**config.mk**
```make
export PLATFORM = sky130hd
export DESIGN_NAME = ffa_match
export DESIGN_NICKNAME = d
export VERILOG_FILES = /design/src/design/ffa_pkg.sv /design/src/design/ffa_match.sv
export SDC_FILE = /design/constraint.sdc
export NUM_CORES = 1
export LEC_CHECK = 0
export ABC_AREA = 1
export BUFFER_PORTS_ARGS = -buffer_cell sky130_fd_sc_hd__buf_2
export CAP_MARGIN = 20
export CELL_PAD_IN_SITES_DETAIL_PLACEMENT = 0
export CELL_PAD_IN_SITES_GLOBAL_PLACEMENT = 1
export CORE_MARGIN = 3
export CORE_UTILIZATION = 24
export DETAILED_ROUTE_END_ITERATION = 8
export GPL_TIMING_DRIVEN = 1
export PLACE_DENSITY = 0.95
export SYNTH_ARGS = -nofsm -noshare
export SYNTH_HDL_FRONTEND = slang
export SYNTH_SLANG_ARGS = --single-unit
export TNS_END_PERCENT = 30
```
**constraint.sdc**
```tcl
create_clock -name vclk -period 2.72
set_input_delay 0.408 -clock vclk [all_inputs]
set_output_delay 0.408 -clock vclk [all_outputs]
set_load 0.02 [all_outputs]
```
**src/design/ffa_pkg.sv**
```systemverilog
package ffa_pkg;

    // Table depth and address arithmetic
    localparam int MAX_ENTRIES     = 64;
    localparam int ADDR_BITS       = 32;
    localparam int HEADER_BYTES    = 32;
    localparam int MANAGER_BYTES   = 48;
    localparam logic [31:0] HEAP_SIZE_RESET = 32'd1048576;

    // Offsets are carried wide enough for the address space or a full word
    localparam int OFF_W = (ADDR_BITS > 32) ? ADDR_BITS : 32;
    localparam logic [OFF_W-1:0] OFF_MASK = {OFF_W{1'b1}} >> (OFF_W - ADDR_BITS);
    localparam logic [31:0] ABS_MASK = (ADDR_BITS >= 32) ? 32'hFFFF_FFFF
                                     : 32'((64'd1 << ADDR_BITS) - 64'd1);

    // Request opcodes
    localparam logic OP_ALLOC = 1'b0;
    localparam logic OP_FREE  = 1'b1;

    // Result status codes
    typedef logic [2:0] status_t;
    localparam status_t ST_OK       = 3'd0;
    localparam status_t ST_ZERO     = 3'd1;
    localparam status_t ST_NOSPACE  = 3'd2;
    localparam status_t ST_FULL     = 3'd3;
    localparam status_t ST_NOTFOUND = 3'd4;
    localparam status_t ST_DOUBLE   = 3'd5;

    // Configuration register indexes
    localparam int CFG_IDX_W = 1;
    localparam logic [CFG_IDX_W-1:0] CFG_HEAP_BASE = 1'b0;
    localparam logic [CFG_IDX_W-1:0] CFG_HEAP_SIZE = 1'b1;

    // One table entry as held in the RAM
    typedef struct packed {
        logic        free;
        logic [31:0] size;
        logic [31:0] start;
    } entry_t;

    localparam int ENTRY_W = $bits(entry_t);

    // Request as held during the scan
    typedef struct packed {
        logic             op;
        logic [31:0]      size;
        logic [OFF_W-1:0] off;
    } req_t;

endpackage

```
**src/design/ffa_match.sv**
```systemverilog
module ffa_match (
    input  ffa_pkg::req_t   req,
    input  ffa_pkg::entry_t ent,
    output logic            hit
);

    // Allocate: first free block large enough. Free: block whose start matches.
    always_comb
    begin
        if (req.op == ffa_pkg::OP_FREE)
        begin
            hit = (ffa_pkg::OFF_W'(ent.start) == req.off);
        end
        else
        begin
            hit = ent.free && (ent.size >= req.size);
        end
    end

endmodule

```
==> summary.txt <==
Critical path
  – CP most frequent cell: nand2_1
  – Crit end category: primary output
  – Crit path launch type: primary input
  – Arr. time, crit path: 1680 ps
  – Worst-path cell chain: buf_2 > inv_1 > ha_1 > nand2_1 > inv_2 > nand2_1 > nand2_1 > nor2_1 > nand2_1 > nand2_1 > nand2_1 > nand2_1 > nand2_1 > nand2_1 > nand2_1 > buf_2
  – Critical path peak fanout: 2
  – Critical path type: primary input to primary output
  – Req. time, crit path: 2310 ps
  – CP max-delay cell: ha_1
  – CP max stage delay: 300 ps

Synth
  – Synth Area in Simple Gates: 29.7%
  – Syn Nets: 397
  – Post-Syn Area: 0.00134 sq mm
  – Synth Area in Adders: 30.0%
  – Area contributors post-synth: ha_1, nand2_1, inv_1, nor2_1, a21oi_1
  – XOR/XNOR Fraction of Synth Area: 10.5%
  – Yosys top cell by area: ha_1
  – Largest family of logic cells by synthesized area: adder cells
  – Yosys top cell area share: 30.0%
  – Sequential-to-total area share from yosys stat: 0%
  – Synth Area in Compound Gates: 13.2%
  – Cells after Synth: 235
  – Warnings, synthesis: 0
  – Netlist cell types: 20
  – Post-synthesis mux area share: 0%
  – Avg Inst Size Synth: 5.68 sq um

Layout
  – Fin util: 39.7%
  – CLK BUF: 0
  – Syn-to-layout area delta: 55.7%
  – Layout cells sized above 1: 37.2%
  – Number of diodes: 0
  – Fillcell total: 560
  – Nets@finish: 530
  – Sequential cell area: 0 sq um
  – Leading cell type in the layout, fill and taps excluded: buf_2
  – Commonest non-fill, non-tap cells in the layout: buf_2, nand2_1, inv_1
  – Seq_cells: 0
  – Fin area: 0.00208 sq mm

Run
  – Max Cap Violations: 0

Placed design
  – Routability cong.: 0.759
  – I/O Buffers: 131
  – DP HPWL: 3610 um
  – Post-place instance area: 0.00208 sq mm
  – Pre-CTS setup slack: 609 ps

Global routing
  – First-pass GRT wire length: 6110 um
  – Gr ovfl total: 0
  – Initial antenna violation count: 0
  – Largest net degree at the start of global routing: 4
  – GRT Total Usage: 11.0%
  – Vias in the first global route: 1660

Detailed routing
  – WL met3: 328 um
  – DRT iter0 DRCs: 13
  – M1 WL: 1500 um
  – DRC: 0
  – Final ANT Viol Nets: 0
  – Final wirelength: 3700 um
  – Via count: 1736
  – DR WL/cell: 8.48 um
  – Top routing layer in use: met4
  – DR pass1 iterations: 2
  – Vias/cell: 3.98
  – Met2 WL: 1850 um

STA
  – Slew Viols, Final: 0
  – Setup TNS: 0 ps
  – Hold Vio Cnt, Final: 0
  – Least-Margin Pin Slew: 222 ps
  – Setup slack after layout: 636 ps
  – Slew headroom: 85.2%
  – Setup repair after global routing missed its margin: no
  – Final setup vio count: 0
  – FMAX: 0.480 GHz
  – Final Cycle Share: 76.6%
  – Tmin final: 2080 ps

Power and ir drop
  – Tot Pwr: 0.000264 W
  – Power Dens Cells: 127 mW/mm^2
  – Peak supply drop: 0.0455 mV
  – P_leak: 1.38 nW

Floorplanning
  – Die ar.: 0.00649 sq mm
  – Io pins: 131
  – Core box area: 0.00524 sq mm
  – Initial Util: 25.5%
  – Cell row count: 26
  – Chip height: 80.6 um
  – Die W: 80.6 um

CTS
  – Resized cells post-CTS: 0
  – Setup bufs post-CTS: 0
  – Hold buffer count at CTS: 0

Min path
  – Hold Crit Class: primary input to primary output
  – Hold Path Stages: 5

Status
  – Status: finished, final reports clean
==> metal layers <==
metal	GRT usage (%)	up-vias
li1	-	993
met1	13.0	669
met2	21.9	72
met3	0.897	2
met4	0.507	0
met5	0	-
==> cell type report <==
cell class | instances | area [sq um] | share of cell area, %
Inverter | 59 | 221 | 10.7
Timing Repair Buffer | 131 | 656 | 31.5
Tap cell | 70 | 87.6 | 4.21
Multi-Input combinational cell | 176 | 1110 | 53.6
==> final timing paths <==
kind / from / end
max: req[39] / hit
min: req[64] / hit
==> cells in the mapped netlist <==
library cell   n
ha_1          32
nand3_1        2
a21oi_1       16
nand2_2        1
inv_2          1
o21ai_0        4
nor3_2         3
nand3b_1       1
o21a_1         3
o221ai_1       1
nand2_1       62
nor3_1         1
xnor2_1        7
o21ai_1        5
o211ai_1       1
nand4_1        3
xor2_1         9
nor2_1        23
o22ai_1        2
inv_1         58
==> metrics by stage <==
step	hold slack (ps)	std cells
4_1_cts	1210	436
5_1_grt	1220	436
2_1_floorplan	1010	235
6_report	1200	436
3_3_place_gp	1210	436
3_5_place_dp	1210	436
==> power by group <==
| part | switching [W] | leakage (nW) | internal [W] |
|---|---|---|---|
| clock | 0 | 0 | 0 |
| sequential | 0 | 0 | 0 |
| combinational | 0.000122 | 1.38 | 0.000143 |
==> worst max-delay path: cells and delay by family <==
| kind | cells | cell delay [ps] |
|---|---|---|
| simple gates | 11 | 660 |
| buf+inv | 4 | 300 |
| fa+ha+maj | 1 | 300 |
==> cells by family after synthesis <==
family	after synthesis
simple gates	96
buf+inv	59
compound gates	32
fa+ha+maj	32
xor+xnor	16
No activity file was read; power rests on OpenSTA's default activity.
