--- src/design/ffa_pkg.sv ---
package ffa_pkg;

    // Table depth and address arithmetic
    localparam int MAX_ENTRIES     = 64;
    localparam int ADDR_BITS       = 32;
    localparam int HEADER_BYTES    = 32;
    localparam int MANAGER_BYTES   = 48;
    localparam logic [31:0] HEAP_SIZE_RESET = 32'd1048576;

    // Offsets are carried wide enough for the address space or a full word
    localparam int OFF_W = (ADDR_BITS > 32) ? ADDR_BITS : 32;
    localparam logic [OFF_W-1:0] OFF_MASK = {OFF_W{1'b1}} >> (OFF_W - ADDR_BITS);
    localparam logic [31:0] ABS_MASK = (ADDR_BITS >= 32) ? 32'hFFFF_FFFF
                                     : 32'((64'd1 << ADDR_BITS) - 64'd1);

    // Request opcodes
    localparam logic OP_ALLOC = 1'b0;
    localparam logic OP_FREE  = 1'b1;

    // Result status codes
    typedef logic [2:0] status_t;
    localparam status_t ST_OK       = 3'd0;
    localparam status_t ST_ZERO     = 3'd1;
    localparam status_t ST_NOSPACE  = 3'd2;
    localparam status_t ST_FULL     = 3'd3;
    localparam status_t ST_NOTFOUND = 3'd4;
    localparam status_t ST_DOUBLE   = 3'd5;

    // Configuration register indexes
    localparam int CFG_IDX_W = 1;
    localparam logic [CFG_IDX_W-1:0] CFG_HEAP_BASE = 1'b0;
    localparam logic [CFG_IDX_W-1:0] CFG_HEAP_SIZE = 1'b1;

    // One table entry as held in the RAM
    typedef struct packed {
        logic        free;
        logic [31:0] size;
        logic [31:0] start;
    } entry_t;

    localparam int ENTRY_W = $bits(entry_t);

    // Request as held during the scan
    typedef struct packed {
        logic             op;
        logic [31:0]      size;
        logic [OFF_W-1:0] off;
    } req_t;

endpackage

--- src/design/ffa_ram.sv ---
module ffa_ram #(
    parameter int WIDTH = ffa_pkg::ENTRY_W,
    parameter int DEPTH = ffa_pkg::MAX_ENTRIES
) (
    input  logic                     clk,
    input  logic                     we,
    input  logic [$clog2(DEPTH)-1:0] waddr,
    input  logic [WIDTH-1:0]         wdata,
    input  logic                     re,
    input  logic [$clog2(DEPTH)-1:0] raddr,
    output logic [WIDTH-1:0]         rdata
);

    logic [WIDTH-1:0] mem_reg [DEPTH];
    logic [WIDTH-1:0] rdata_reg;

    always_ff @(posedge clk)
    begin
        if (we)
        begin
            mem_reg[waddr] <= wdata;
        end
        if (re)
        begin
            rdata_reg <= mem_reg[raddr];
        end
    end

    assign rdata = rdata_reg;

endmodule

--- config.mk ---
export PLATFORM = sky130hd
export DESIGN_NAME = ffa_ram
export DESIGN_NICKNAME = d
export VERILOG_FILES = /design/src/design/ffa_pkg.sv /design/src/design/ffa_ram.sv
export SDC_FILE = /design/constraint.sdc
export NUM_CORES = 2
export LEC_CHECK = 0
export BUFFER_PORTS_ARGS = -buffer_cell sky130_fd_sc_hd__buf_4
export CAP_MARGIN = 40
export CORE_UTILIZATION = 55
export DETAILED_ROUTE_END_ITERATION = 6
export PLACE_DENSITY = 0.71
export SYNTH_ARGS = -nofsm -noshare
export SYNTH_HDL_FRONTEND = slang
export SYNTH_MEMORY_MAX_BITS = 65536
export SYNTH_SLANG_ARGS = --single-unit
--- constraint.sdc ---
create_clock -name clk -period 12.75 [get_ports clk]
set_input_delay 0.6375 -clock clk [delete_from_list [all_inputs] [get_ports clk]]
set_output_delay 0.6375 -clock clk [all_outputs]
set_load 0.1 [all_outputs]
==> flow_summary.ini <==
[placement]
port_buffers = 144
gp_congestion = 0.816
hpwlAfterDp_um = 238000

[grt]
antenna_found_initial = 24
grt_overflow = 0
grt_start_max_net_pins = 128
grt_first_pass_wirelength_um = 613000
grt_usage_pct = 30.5
grt_pass1_vias = 78000

[timing]
fmax_ghz = 0.253
rsz0062_at_grt = no
holdWs_ps = 149
hold_viol_final = 0
slew-limit-headroom_pct = 30.6
layout_min_cycle_time_ps = 3950
slew_violations = 0
skew_ps = 70.5
fin_tns_setup_ps = 0
post-route-period-util_pct = 31.0
worst_slew_pin_slew_ps = 1040
setup_violations = 0

[worst_setup_path]
r2r-end = rdata[61]
crit_fanout = 69
reg2reg_depth = 4
path_class = input pin to register
crit_end = rdata[30]
worstSetupStartpointType = input pin
ff2ff_setup_slack_ps = 10650
end_kind = register
startpoint = raddr[1]
r2r-start = mem_reg[3][61]
arrival_ps = 4660
worst_ep_required_time_ps = 13460

[route]
num_vias = 79100
drt_pass1_iterations = 6
drc_errors = 0
totalWireLength_um = 443000
first_iter_violations = 12400
drt-vias-per-instance = 7.06
wl_per_cell_um = 39.5
final_antenna_net_count = 0

[power_and_ir_drop]
p_leak_nw = 56.2
sequentialPowerShare_pct = 53.1
internal_power_mw = 22.8
finalPower_mw = 29.1
clockPowerShare_pct = 41.9
powerDensity_nw_per_um2 = 161
peakVddDrop_v = 0.000126
swShare_pct = 21.6
pwr-share-comb_pct = 5.0
power.switching_mw = 6.29

[clock_tree]
cts.path.max_buffers = 4
clk_pin_slew_ps = 60
worst_skew_pair.late_latency_ps = 990
cts-root-buf = clkbuf_16
h-tree-depth = 5
post_cts_buffers = 0
cts_tree = done
numCtsBuffers = 412
cts_sinks = 4225
postCtsHoldBufs = 0
cts_resized = 0

[logic_synthesis]
yosysUniqueCellTypes = 26
synth_top_area_share_pct = 79.8
syn-instance-count = 6606
synthTopCellsByArea = edfxtp_1 80%, mux4_2 15%, a22oi_1 1.2%
synth_ff_type = edfxtp_1
yosys_warnings = 0
syn_area_sq_um = 159000
avgSynthCellArea_sq_um = 24.1
yosys.area.top_type = edfxtp_1
synth_edf_count = 4225
seq_area_frac_synth_pct = 79.8
ys_ff_latch = 4225
syn_nets = 6686
async_reset_ff_share_pct = 0

[outcome]
status = finished clean

[layout]
largest_reg_flops = 4160
regArea_sq_um = 127000
fillCellCount = 18200
drive_above_1_share_pct = 29.0
area_delta_synth_final_pct = 13.5
layout.nets = 7147
multi_input_area_sq_um = 30800

[floorplan]
rows = 197
ioPinCount = 145
fp.dieH_um = 540
dieArea_sq_um = 291000
initial_core_util_pct = 55.3
core-area_sq_um = 288000
die_w_um = 540

[job]
drv_cap = 0

[min_path]
holdCritPathClass = input pin to register
==> critical path, cell delays in order <==
cell,delay (ps)
buf_8,470
buf_4,770
buf_4,790
buf_4,270
buf_16,300
mux4_2,580
mux2i_1,190
a211oi_1,140
o211a_1,280
==> how the worst min path moves through the flow <==
stage | startpoint | end | slack, ps | cells after the start
2_1_floorplan | wdata[0] | mem_reg[0][0] | 740 | 0
3_3_place_gp | mem_reg[38][13] | rdata[13] | 890 | 4
3_5_place_dp | mem_reg[46][13] | rdata[13] | 900 | 4
4_1_cts | wdata[38] | mem_reg[31][38] | 100 | 1
5_1_grt | wdata[37] | mem_reg[29][37] | 170 | 1
6_report | wdata[26] | mem_reg[25][26] | 150 | 1
==> synth_stat cells, types with 3 or more instances <==
master / number
or3_1: 3
a22oi_1: 260
buf_2: 186
edfxtp_1: 4225
nand2_1: 8
o211a_1: 65
nor2b_1: 9
o221ai_1: 46
mux4_2: 1040
buf_6: 16
buf_1: 18
nand3_1: 115
mux2i_1: 103
nand3b_1: 25
o22ai_1: 130
or3b_2: 4
nor2_1: 112
a211oi_1: 65
and2_1: 3
clkbuf_1: 120
buf_4: 37
nand2b_1: 9
==> cell usage in the layout, fill, tap and decap left out, drive strengths merged <==
master	count
nand4b	1
o211a	65
mux2i	103
a22oi	260
nor2b	9
inv	12
o221ai	46
nand2	8
and2	3
mux4	1040
clkbuf	490
nand3	115
nand2b	9
o22ai	130
nor2	112
edfxtp	4225
clkinv	194
nand3b	25
or3	3
nand4	2
a211oi	65
or2	2
buf	424
diode	10
nor3	2
bufinv	44
clkinvlp	22
or3b	4
==> power by group through the flow <==
stage               registers [mW]  clock network (mW)  logic [mW]
floorplan                     15.9                   0       0.711
CTS                           15.5                12.3        1.44
global placement              15.8                   0        1.38
global route                  15.5                12.8        1.50
detailed placement            15.8                   0        1.43
finish                        15.5                12.2        1.44
==> metrics by stage <==
step                      utilization, %  std cells  setup WS (ps)  instance area (sq um)
final                               62.7      11200           8800                 180000
after global routing                62.7      11200           8730                 180000
after CTS                           62.7      11200           8880                 180000
after global placement              57.4      10400           7590                 165000
after detailed placement            58.0      10400           7900                 167000
after floorplan                        -       6606           6610                 159000
==> layer usage <==
layer	track usage [%]	share of wire (%)	vias up	wire length [um]
li1	-	-	29700	-
met1	42.4	35	42100	155000
met2	47.3	47	6240	208000
met3	7.40	14	1036	60500
met4	12.0	4.5	16	19900
met5	0	0.020	-	90
==> area by class of cell <==
cell class | instances | share of cell area [%]
antenna | 10 | 0.0139
clock buffer | 490 | 5.91
clock inverter | 272 | 1.61
multi-input combinational | 2004 | 17.0
sequential | 4225 | 70.3
tap | 3781 | 2.62
timing repair buffer | 424 | 2.49
==> logic make-up (layout without fill, tap and decap cells) <==
kind of cell	after synthesis	in the layout	share of synthesized area [%]
mux	1143	1143	15.4
simple gates	295	295	0.907
buf+inv	377	1186	1.20
compound gates	566	566	2.71
other cells	0	10	0
flops	4225	4225	79.8
(Power assumes the default switching activity.)
